[src/rtl/rpn_pkg.sv]
// rpn_pkg: shared types and codes for the rpn stack calculator
// command/response payload structs, action and status codes, controller states
// no dependencies
package rpn_pkg;

	localparam int DEFAULT_STACK_DEPTH = 16;

	// iterative multiply and divide step counts
	localparam int MUL_STEPS = 32;
	localparam int DIV_STEPS = 48;
	localparam int STEP_CW   = $clog2(DIV_STEPS);

	// action codes
	localparam logic [2:0] ACT_PUSH = 3'd0;
	localparam logic [2:0] ACT_PEEK = 3'd1;
	localparam logic [2:0] ACT_ADD  = 3'd2;
	localparam logic [2:0] ACT_SUB  = 3'd3;
	localparam logic [2:0] ACT_MUL  = 3'd4;
	localparam logic [2:0] ACT_DIV  = 3'd5;
	localparam logic [2:0] ACT_SWAP = 3'd6;

	// status codes
	localparam logic [2:0] ST_OK    = 3'd0;
	localparam logic [2:0] ST_EMPTY = 3'd1;
	localparam logic [2:0] ST_ONE   = 3'd2;
	localparam logic [2:0] ST_FULL  = 3'd3;
	localparam logic [2:0] ST_DIV0  = 3'd4;

	typedef struct packed {
		logic [2:0]         action;
		logic signed [31:0] operand_value;
	} rpn_cmd_t;

	typedef struct packed {
		logic [2:0]         status;
		logic signed [31:0] top_value;
		logic               top_valid;
		logic [4:0]         stack_depth;
	} rpn_rsp_t;

	typedef enum logic [2:0] {
		S_IDLE,
		S_OPER,
		S_MUL,
		S_DIV,
		S_FIN,
		S_SWAP2,
		S_RESP
	} rpn_state_t;

endpackage

[src/rtl/rpn_stack_calculator.sv]
// rpn_stack_calculator: postfix calculator on a bounded stack of Q16.16 values
// stack entries in a synchronous memory, shared iterative multiply/divide unit
// depends on rpn_pkg
module rpn_stack_calculator
	import rpn_pkg::*;
#(
	parameter int STACK_DEPTH = DEFAULT_STACK_DEPTH
) (
	input  logic     clk,
	input  logic     arst_n,
	input  logic     cmd_valid,
	output logic     cmd_ready,
	input  rpn_cmd_t cmd,
	output logic     rsp_valid,
	input  logic     rsp_ready,
	output rpn_rsp_t rsp
);

	// One command is taken per transaction and gives exactly one response
	// transaction carrying the status, the new top of stack and the depth.
	// Commands are handled one at a time. Push, peek, unused codes and
	// underflow cases go to the response state; add and subtract pass through
	// the operate state, exchange through a second write state (two writes
	// through the single memory write port), multiply through 32 shift-add
	// steps and divide through 48 restoring steps (one quotient bit per cycle)
	// of the shared iterative unit. The second operand comes from the stack
	// memory through a registered read; the top entry is also kept in a
	// register so it never needs a read. The response sits in its own register,
	// so a new command is accepted while the previous response still waits.
	// STACK_DEPTH may range from 2 to 1024; the reported depth is its low
	// five bits. The memory needs no clearing: only written entries are read.

	localparam int AW = (STACK_DEPTH > 1) ? $clog2(STACK_DEPTH) : 1;
	localparam int CW = $clog2(STACK_DEPTH + 1);

	// stack memory
	logic [31:0] mem [STACK_DEPTH];
	logic [31:0] rd_data_q;
	logic        mem_we;
	logic [AW-1:0] mem_waddr;
	logic [31:0] mem_wdata;

	// control state
	rpn_state_t state_q, state_d;
	logic [CW-1:0] count_q;
	logic          cnt_inc, cnt_dec;
	logic          rsp_load;
	logic          rsp_valid_q;
	rpn_rsp_t      rsp_q;

	// datapath registers
	logic [2:0]         op_q;
	logic [2:0]         stat_q;
	logic [31:0]        top_q;
	logic [31:0]        a_q;
	logic [63:0]        mag_q;
	logic [31:0]        rem_q;
	logic               neg_q;
	logic [STEP_CW-1:0] step_q;

	// derived
	logic [CW-1:0] cm1, cm2;
	logic          accept;
	logic          is_binop;
	logic          full, has_two;
	logic [31:0]   p_mag, q_mag;
	logic [32:0]   sum33, dif33;
	logic [31:0]   addsub_res;
	logic [32:0]   mul_sum;
	logic [32:0]   div_shift;
	logic          div_ge;
	logic [47:0]   fin_mag;
	logic [31:0]   sat_res;
	logic          slot_free;

	assign cm1      = count_q - CW'(1);
	assign cm2      = count_q - CW'(2);
	assign accept   = cmd_valid && cmd_ready;
	assign is_binop = cmd.action inside {ACT_ADD, ACT_SUB, ACT_MUL, ACT_DIV, ACT_SWAP};
	assign full     = (count_q == CW'(STACK_DEPTH));
	assign has_two  = (count_q >= CW'(2));
	assign slot_free = !rsp_valid_q || rsp_ready;

	// operands: p is the cached top, q the entry below it read from memory
	assign p_mag = top_q[31] ? 32'(-top_q) : top_q;
	assign q_mag = rd_data_q[31] ? 32'(-rd_data_q) : rd_data_q;

	// add and subtract with saturation on 33-bit result
	assign sum33 = {rd_data_q[31], rd_data_q} + {top_q[31], top_q};
	assign dif33 = {rd_data_q[31], rd_data_q} - {top_q[31], top_q};
	always_comb begin
		logic [32:0] r;
		r = (op_q == ACT_SUB) ? dif33 : sum33;
		if (r[32] != r[31]) begin
			addsub_res = r[32] ? 32'h8000_0000 : 32'h7FFF_FFFF;
		end else begin
			addsub_res = r[31:0];
		end
	end

	// one shift-add multiply step: add multiplicand into upper half, shift right
	assign mul_sum = {1'b0, mag_q[63:32]} + (mag_q[0] ? {1'b0, a_q} : 33'd0);

	// one restoring divide step
	assign div_shift = {rem_q, mag_q[47]};
	assign div_ge    = (div_shift >= {1'b0, a_q});

	// magnitude after truncation toward zero, then sign and saturate
	assign fin_mag = (op_q == ACT_MUL) ? mag_q[63:16] : mag_q[47:0];
	always_comb begin
		if (!neg_q) begin
			sat_res = (fin_mag > 48'h0000_7FFF_FFFF) ? 32'h7FFF_FFFF : fin_mag[31:0];
		end else begin
			sat_res = (fin_mag > 48'h0000_8000_0000) ? 32'h8000_0000 : 32'(-fin_mag[31:0]);
		end
	end

	// next state
	always_comb begin
		state_d = state_q;
		unique case (state_q)
			S_IDLE: begin
				if (cmd_valid) begin
					state_d = (is_binop && has_two) ? S_OPER : S_RESP;
				end
			end
			S_OPER: begin
				unique case (op_q)
					ACT_MUL:  state_d = S_MUL;
					ACT_DIV:  state_d = (top_q == 32'd0) ? S_RESP : S_DIV;
					ACT_SWAP: state_d = S_SWAP2;
					default:  state_d = S_RESP;
				endcase
			end
			S_MUL, S_DIV: begin
				if (step_q == '0) begin
					state_d = S_FIN;
				end
			end
			S_FIN:   state_d = S_RESP;
			S_SWAP2: state_d = S_RESP;
			S_RESP: begin
				if (slot_free) begin
					state_d = S_IDLE;
				end
			end
			default: state_d = S_IDLE;
		endcase
	end

	// controller outputs
	always_comb begin
		cmd_ready = 1'b0;
		mem_we    = 1'b0;
		mem_waddr = cm2[AW-1:0];
		mem_wdata = top_q;
		cnt_inc   = 1'b0;
		cnt_dec   = 1'b0;
		rsp_load  = 1'b0;
		unique case (state_q)
			S_IDLE: begin
				cmd_ready = 1'b1;
				if (cmd_valid && cmd.action == ACT_PUSH && !full) begin
					mem_we    = 1'b1;
					mem_waddr = count_q[AW-1:0];
					mem_wdata = cmd.operand_value;
					cnt_inc   = 1'b1;
				end
			end
			S_OPER: begin
				if (op_q == ACT_ADD || op_q == ACT_SUB) begin
					mem_we    = 1'b1;
					mem_wdata = addsub_res;
					cnt_dec   = 1'b1;
				end else if (op_q == ACT_SWAP) begin
					// old top goes below
					mem_we = 1'b1;
				end
			end
			S_FIN: begin
				mem_we    = 1'b1;
				mem_wdata = sat_res;
				cnt_dec   = 1'b1;
			end
			S_SWAP2: begin
				// old second entry, now cached as top, goes on top
				mem_we    = 1'b1;
				mem_waddr = cm1[AW-1:0];
			end
			S_RESP: begin
				rsp_load = slot_free;
			end
			default: ;
		endcase
	end

	// memory: one write port, one registered read of the entry below the top
	always_ff @(posedge clk) begin
		if (mem_we) begin
			mem[mem_waddr] <= mem_wdata;
		end
		rd_data_q <= mem[cm2[AW-1:0]];
	end

	// control registers
	always_ff @(posedge clk or negedge arst_n) begin
		if (!arst_n) begin
			state_q     <= S_IDLE;
			count_q     <= '0;
			rsp_valid_q <= 1'b0;
		end else begin
			state_q <= state_d;
			if (cnt_inc) begin
				count_q <= count_q + CW'(1);
			end else if (cnt_dec) begin
				count_q <= count_q - CW'(1);
			end
			if (rsp_load) begin
				rsp_valid_q <= 1'b1;
			end else if (rsp_ready) begin
				rsp_valid_q <= 1'b0;
			end
		end
	end

	// datapath registers
	always_ff @(posedge clk) begin
		case (state_q)
			S_IDLE: begin
				if (accept) begin
					op_q <= cmd.action;
					if (cmd.action == ACT_PUSH && full) begin
						stat_q <= ST_FULL;
					end else if ((cmd.action == ACT_PEEK || is_binop) && count_q == '0) begin
						stat_q <= ST_EMPTY;
					end else if (is_binop && !has_two) begin
						stat_q <= ST_ONE;
					end else begin
						stat_q <= ST_OK;
					end
					if (cmd.action == ACT_PUSH && !full) begin
						top_q <= cmd.operand_value;
					end
				end
			end
			S_OPER: begin
				neg_q <= top_q[31] ^ rd_data_q[31];
				case (op_q)
					ACT_MUL: begin
						a_q    <= q_mag;
						mag_q  <= {32'd0, p_mag};
						step_q <= STEP_CW'(MUL_STEPS - 1);
					end
					ACT_DIV: begin
						if (top_q == 32'd0) begin
							stat_q <= ST_DIV0;
						end
						a_q    <= p_mag;
						mag_q  <= {16'd0, q_mag, 16'd0};
						rem_q  <= '0;
						step_q <= STEP_CW'(DIV_STEPS - 1);
					end
					ACT_SWAP: top_q <= rd_data_q;
					default:  top_q <= addsub_res;
				endcase
			end
			S_MUL: begin
				mag_q  <= {mul_sum, mag_q[31:1]};
				step_q <= step_q - STEP_CW'(1);
			end
			S_DIV: begin
				rem_q  <= div_ge ? 32'(div_shift - {1'b0, a_q}) : div_shift[31:0];
				mag_q  <= {16'd0, mag_q[46:0], div_ge};
				step_q <= step_q - STEP_CW'(1);
			end
			S_FIN: begin
				top_q <= sat_res;
			end
			default: ;
		endcase
	end

	// response register
	always_ff @(posedge clk) begin
		if (rsp_load) begin
			rsp_q.status      <= stat_q;
			rsp_q.top_valid   <= (count_q != '0);
			rsp_q.top_value   <= (count_q != '0) ? top_q : 32'd0;
			rsp_q.stack_depth <= 5'(count_q);
		end
	end

	assign rsp_valid = rsp_valid_q;
	assign rsp       = rsp_q;

endmodule
[config.mk]
export PLATFORM = sky130hd
export DESIGN_NAME = rpn_stack_calculator
export DESIGN_NICKNAME = d
export VERILOG_FILES = /design/src/rtl/rpn_pkg.sv /design/src/rtl/rpn_stack_calculator.sv
export SDC_FILE = /design/constraint.sdc
export NUM_CORES = 1
export LEC_CHECK = 0
export BUFFER_PORTS_ARGS = -buffer_cell sky130_fd_sc_hd__buf_4
export CORE_MARGIN = 4
export CORE_UTILIZATION = 38
export CTS_CLUSTER_DIAMETER = 30
export DETAILED_ROUTE_END_ITERATION = 8
export GPL_TIMING_DRIVEN = 0
export SYNTH_ARGS = -nofsm -noshare
export SYNTH_HDL_FRONTEND = slang
export SYNTH_SLANG_ARGS = --single-unit
[constraint.sdc]
create_clock -name clk -period 5.32 [get_ports clk]
set_input_delay 0.532 -clock clk [delete_from_list [all_inputs] [get_ports clk]]
set_output_delay 0.532 -clock clk [all_outputs]
set_load 0.005 [all_outputs]
Word-level counts from Yosys, hierarchy flattened
Memory sizes are Yosys's and may differ from the RTL's. A register that Yosys moved wholly into a read port is not among the register bits.
Index checks and enable logic that the tools add are counted.

cells by class
  divide/modulo/power cells = 0
  eq/ne operators = 28
  order comparisons = 4
  reductions and logical operators = 40
  bitwise gates (word level) = 1
  shifts and indexed selects = 0
  multiply operators = 0
  mux-type cells = 56
  $add $sub $neg = 11

operators by type and width
  operator                                              number
  two-way mux 32 bit                                    14
  one-hot mux 32 bit (2 select lines)                   3
  one-hot mux 32 bit (3 select lines)                   2
  one-hot mux 64 bit (3 select lines)                   1
  one-hot mux 64 bit (2 select lines)                   1
  negator 32 bit                                        3
  adder 32 x 32 -> 33 bit                               2
  > comparator 48 x 31 -> 1 bit, second input constant  1
  > comparator 48 x 32 -> 1 bit, second input constant  1
  two-way mux 48 bit                                    1
  >= comparator 33 x 32 -> 1 bit                        1
  two-way mux 33 bit                                    1
  subtractor 32 x 32 -> 33 bit                          1
  logical NOT 32 bit                                    1
  subtractor 32 bit                                     1
  == test 3 bit, second input constant                  9
  two-way mux 3 bit                                     8
  one-hot mux 6 bit (2 select lines)                    2
  == test 3 x 2 -> 1 bit, second input constant         6
  one-hot mux 3 bit (5 select lines)                    1
  != test 2 bit, second input constant                  7
  nonzero test 2 bit                                    6
  two-way mux 1 bit                                     11
  two-way mux 5 bit                                     2
  30 further kinds                                      54

word-level totals
  latch bits = 0
  logic and storage cells = 156
  flip-flop bits (word level) = 223
  bits in writable memories = 512
  memory bits (read-only) = 0
  memories = 1
  input bits = 39
  output and inout bits = 43

memories
  name  words  width  read ports  clocked after Yosys merged registers in  wr ports  line                        text
  mem   16     32     1           1                                        1         rpn_stack_calculator.sv:37  logic [31:0] mem [STACK_DEPTH];

Logic depth before layout (Yosys ltp)
  word-level depth = 8
  mapped depth = 22
  depth with buffers taken out = 18

Worst setup path before layout
Ideal clock, no wire load.

  kind = register to register
  start point = register top_q[10]
  end point = memory mem[0][12] (data pin)
  data required time = 4.979 ns
  setup time = 0.341 ns
  cell stages (with the launch flop) = 21
  path buffers = 4
  slack = -0.449 ns
  arrival = 5.428 ns
  clock period less this slack = 5.769 ns
  cells stage by stage = edfxtp_1 > buf_2 > nor4_1 > nand4_1 > or2_1 > clkbuf_1 > or4_1 > clkbuf_1 > o31ai_1 > xor2_1 > ha_1 > and2_1 > and3_1 > nand2_1 > or4_1 > o21ai_1 > nor4_2 > nor3_1 > buf_2 > nor2_1 > o31ai_1

between the ends
  word-level cells in the longest chain between the ends = 6
  elaborated cells between the ends (all ways) = 8
  those cells by class = add/sub: 2; eq/ne: 1; mux: 5

ends and longest elaborated chain
  element                                                                  line                                                    text
  start, declared                                                          rpn_stack_calculator.sv:54                              logic [31:0] top_q;
  start signal, assigned                                                   rpn_stack_calculator.sv:242                             top_q <= cmd.operand_value;
  start signal, assigned                                                   rpn_stack_calculator.sv:263                             ACT_SWAP: top_q <= rd_data_q;
  start signal, assigned                                                   rpn_stack_calculator.sv:264                             default: top_q <= addsub_res;
  adder 32 x 32 -> 33 bit or subtractor 32 x 32 -> 33 bit (tied branches)  rpn_stack_calculator.sv:89, rpn_stack_calculator.sv:90
  two-way mux 33 bit *                                                     rpn_stack_calculator.sv:93                              r = (op_q == ACT_SUB) ? dif33 : sum33;
  two-way mux 32 bit or != test 1 bit (tied branches)                      rpn_stack_calculator.sv:95, rpn_stack_calculator.sv:94
  two-way mux 32 bit *                                                     rpn_stack_calculator.sv:94                              if (r[32] != r[31]) begin
  two-way mux 32 bit *                                                     rpn_stack_calculator.sv:171                             if (op_q == ACT_ADD || op_q == ACT_SUB) begin
  one-hot mux 32 bit (3 select lines) *                                    rpn_stack_calculator.sv:160                             unique case (state_q)
  net mem_wdata[12]                                                        rpn_stack_calculator.sv:41                              logic [31:0] mem_wdata;
  end, declared                                                            rpn_stack_calculator.sv:37

The timed path passes the listed nets; every way through them passes the cells marked *.

Final worst setup path
  start point = register top_q[19]
  end point = memory mem[14][0] (data pin)

The elaborated chain is that of the path after synthesis.

==> metrics.md <==
| Metric | Value |
|---|---|
| Setup ws final | -0.0694 ns |
| Post-synth EDFFs | approximately 730 |
| Cell Rows | 120 |
| Die ar. | approximately 110000 µm² |
| Most common cell in the netlist | edfxtp_1 |
| Antenna violations before repair | 1 |
| Leakage Power | approximately 19 nW |
| Vias per cell | between 6 and 7 |
| First-pass GRT wire length | 214000 µm |
| Vias in the first global route | about 30000 |
| Wire per inst | 29.5 µm |
| Synth area leader | edfxtp_1 |
| Worst-path maximum fanout | 11 |
| GRT met2 Usage | 0.426 |
| CTS Buf Count | 160 |
| Crit Path Category | reg -> reg |
| Critical path arrival | just under 6 ns |
| Final core occ | 0.487 |
| Placed cell count | about 4800 |
| CTS tree | done |
| Failing checks | setup timing |
| Fin crit share | 1.01 |
| CP Launch Type | flop |
| Largest net degree at the start of global routing | 34 |
| Final Net Count | ~3800 |
| WP data required | just under 6 ns |
| Port Buf Inserts | 81 |
| Max cap viols | 0 |
| FMAX | 186 MHz |
| Synthesis Warnings | 0 |
| VDD IR-drop max | ~0.80 mV |
| Setup TNS | -2.07 ns |
| DIE WIDTH | 336 µm |
| Tmin final | around 5.4 ns |
| IO Pins | 82 |
| Drc violations | 0 |
| FF-to-FF path depth | 20 |
| CP endpoint kind | flop |
| Status | finished, violations left |
| Clock Path Buffers | 3 |
| Hold depth | 3 |
| Share of cells above drive strength 1 | 0.231 |
| Post-Synthesis Cells | between 3000 and 4000 |
| Die height | 336 µm |
| Htree depth | 4 |
| Remaining global-route overflow | 0 |
| Slew @ Worst Pin | about 1.3 ns |
| Clock transition at the registers of the reported paths | 0.05 ns |
| Area of the multi-input gates | approximately 18000 µm² |
| Cell variety after synth | between 90 and 100 |
| Layout area overhead | 27.3% |
| Iter 0 DRT Violations | about 4400 |
| Synth Cell Area | about 41000 µm² |
| Total track usage | 0.262 |
| P per Cell Area | 824 nW/µm² |
| WHS | between 0.05 and 0.06 ns |
| Post-Synthesis Net Count | roughly 3400 |
| Most used routing layer | met2 |
| Unrepaired setup endpoints after global routing | true |
| Slew HR | 0.111 |
| Final Hold Fails | 0 |
| # setup viols final | 48 |
| Final WL | roughly 150000 µm |
| Final cell count without fillers | roughly 5200 |
| Antenna Violating Nets Remaining | 0 |
| Core Footprint | 107000 µm² |
| Ys flop type | edfxtp_1 |
| HP Class | in -> reg |
| Post-synth top cells | edfxtp_1 (726), nand2_1 (249), a21oi_1 (197) |
| Number of iterations in the first detailed-routing pass | 6 |
| Flops & latches, synth | roughly 770 |
| Ranking of synthesized cells by area | edfxtp_1 (53%), mux4_2 (8.8%), ha_1 (3.3%), xor2_1 (2.6%), a21oi_1 (2.4%) |
| Root buf cell | clkbuf_16 |
| Clk_lat worst skew | between 0.7 and 0.8 ns |
| Top cell type's share of synthesized area | 0.533 |
| Asr flop ratio synth | 0.0117 |
| Initial Util | 0.382 |
| Power, Total | 42.9 mW |
| Detail Placement HPWL | around 110000 µm |
| Sink Count | 767 |
| Syn avg cell area | about 13 µm² |
| Fill cells | 9351 |
| Skew final | 0.0713 ns |
| Register area | roughly 23000 µm² |
| Grt met1 use | 0.333 |
| GPL Wtd Cong | about 1 |
| Met3 Resource Use GR | 0.0547 |
| Max-slew violations | 0 |
| Register area share after synthesis | 0.554 |
| Vias post-DR | 31600 |
[final timing paths]
path                                          from                endpoint  slack, ns
max                            top_q[19]$_DFFE_PP_    mem[14][0]$_DFFE_PP_      -0.07
min                                      rsp_ready  state_q[2]$_DFFE_PN0P_       0.05
max reg2reg                    top_q[19]$_DFFE_PP_    mem[14][0]$_DFFE_PP_      -0.07
min reg2reg                stat_q[2]$_SDFFCE_PP1P_       rsp[40]$_DFFE_PP_       0.43
max in group asynchronous                   arst_n  state_q[0]$_DFFE_PN0P_       4.96
min in group asynchronous                   arst_n  count_q[0]$_DFFE_PN0P_       0.14
[placed cells by master, fill, tap and decap left out, types with 49 or more instances in the layout]
master / instances
o21ai_0: 152
ha_1: 100
mux4_2: 160
inv_1: 70
a21oi_1: 182
nand3_1: 79
o211ai_1: 54
clkbuf_16: 165
nand2_1: 245
buf_4: 169
mux2i_1: 97
xnor2_1: 82
nor2b_1: 49
clkbuf_1: 155
xor2_1: 113
nor3_1: 56
edfxtp_1: 726
nor2_1: 162
[area by class of cell]
class                   count  area share
multi-input cells        2226       0.353
inverters                  74     0.00533
clock buffers             196      0.0816
plain buffers             187      0.0165
diodes                      2   0.0000960
flip-flops and latches    767       0.435
repair buffers            237      0.0494
clock inverters            98      0.0252
well taps                1403      0.0337
[stage by stage]
stage                     worst slack [ns]  area (µm²)
after global routing                -0.154       52100
after global placement               -3.58       43400
after detailed placement             -2.41       44100
final                              -0.0694       52100
after CTS                         0.000286       51300
after floorplan                    0.00257       41000
[what timing repair did]
item                                   4_1_cts  5_1_grt
hold buffers                                 4        0
resized for setup                          137       97
pin swaps                                   61       26
endpoints found under the hold margin       12        0
setup endpoints to repair                 1120     1039
buffers inserted                            95       34
gates cloned                                 6        6
[cells by family (layout without fill, tap and decap cells)]
kind of cell | after synthesis | count (layout) | share of synthesized area
compound gates | 770 | 775 | 0.122
flops | 767 | 767 | 0.554
xor+xnor | 204 | 204 | 0.0436
buf+inv | 282 | 792 | 0.0272
fa+ha+maj | 116 | 116 | 0.0357
other cells | 0 | 2 | 0
simple gates | 862 | 867 | 0.104
mux | 264 | 264 | 0.114
[state kept, by name, summed over array words and instances (netlist names), 5 cells and up]
signal / cells
a_q: 32
count_q: 5
mag_q: 64
mem: 512
rd_data_q: 32
rem_q: 32
rsp: 41
step_q: 6
top_q: 32
[per-layer routing]
layer / part of all wire / routed length [µm]
met1: 0.38 / 58700
met2: 0.47 / 71300
met3: 0.094 / 14300
met4: 0.057 / 8770
met5: 0 / 0
[power by group]
group | internal (mW) | total, mW | switching, mW
logic | 8.27 | 22.0 | 13.7
clock network | 6.67 | 10.2 | 3.50
registers | 9.58 | 10.8 | 1.20
total | 24.5 | 42.9 | 18.4
[worst max-delay path: stages (launching register included)]
cell	delay [ns]
edfxtp_1	0.78
or4_4	0.62
or4_4	0.52
nor3_4	0.20
ha_1	0.26
nand2_1	0.08
o21ai_2	0.11
ha_4	0.30
buf_4	0.16
buf_4	0.15
o21ai_1	0.13
a21oi_4	0.11
or4_4	0.52
buf_12	0.16
a21oi_4	0.17
buf_6	0.15
buf_12	0.12
o21a_1	0.13
o211ai_1	0.09
buf_4	0.23
buf_8	0.14
Note: power is estimated with default switching activity, not from simulation.
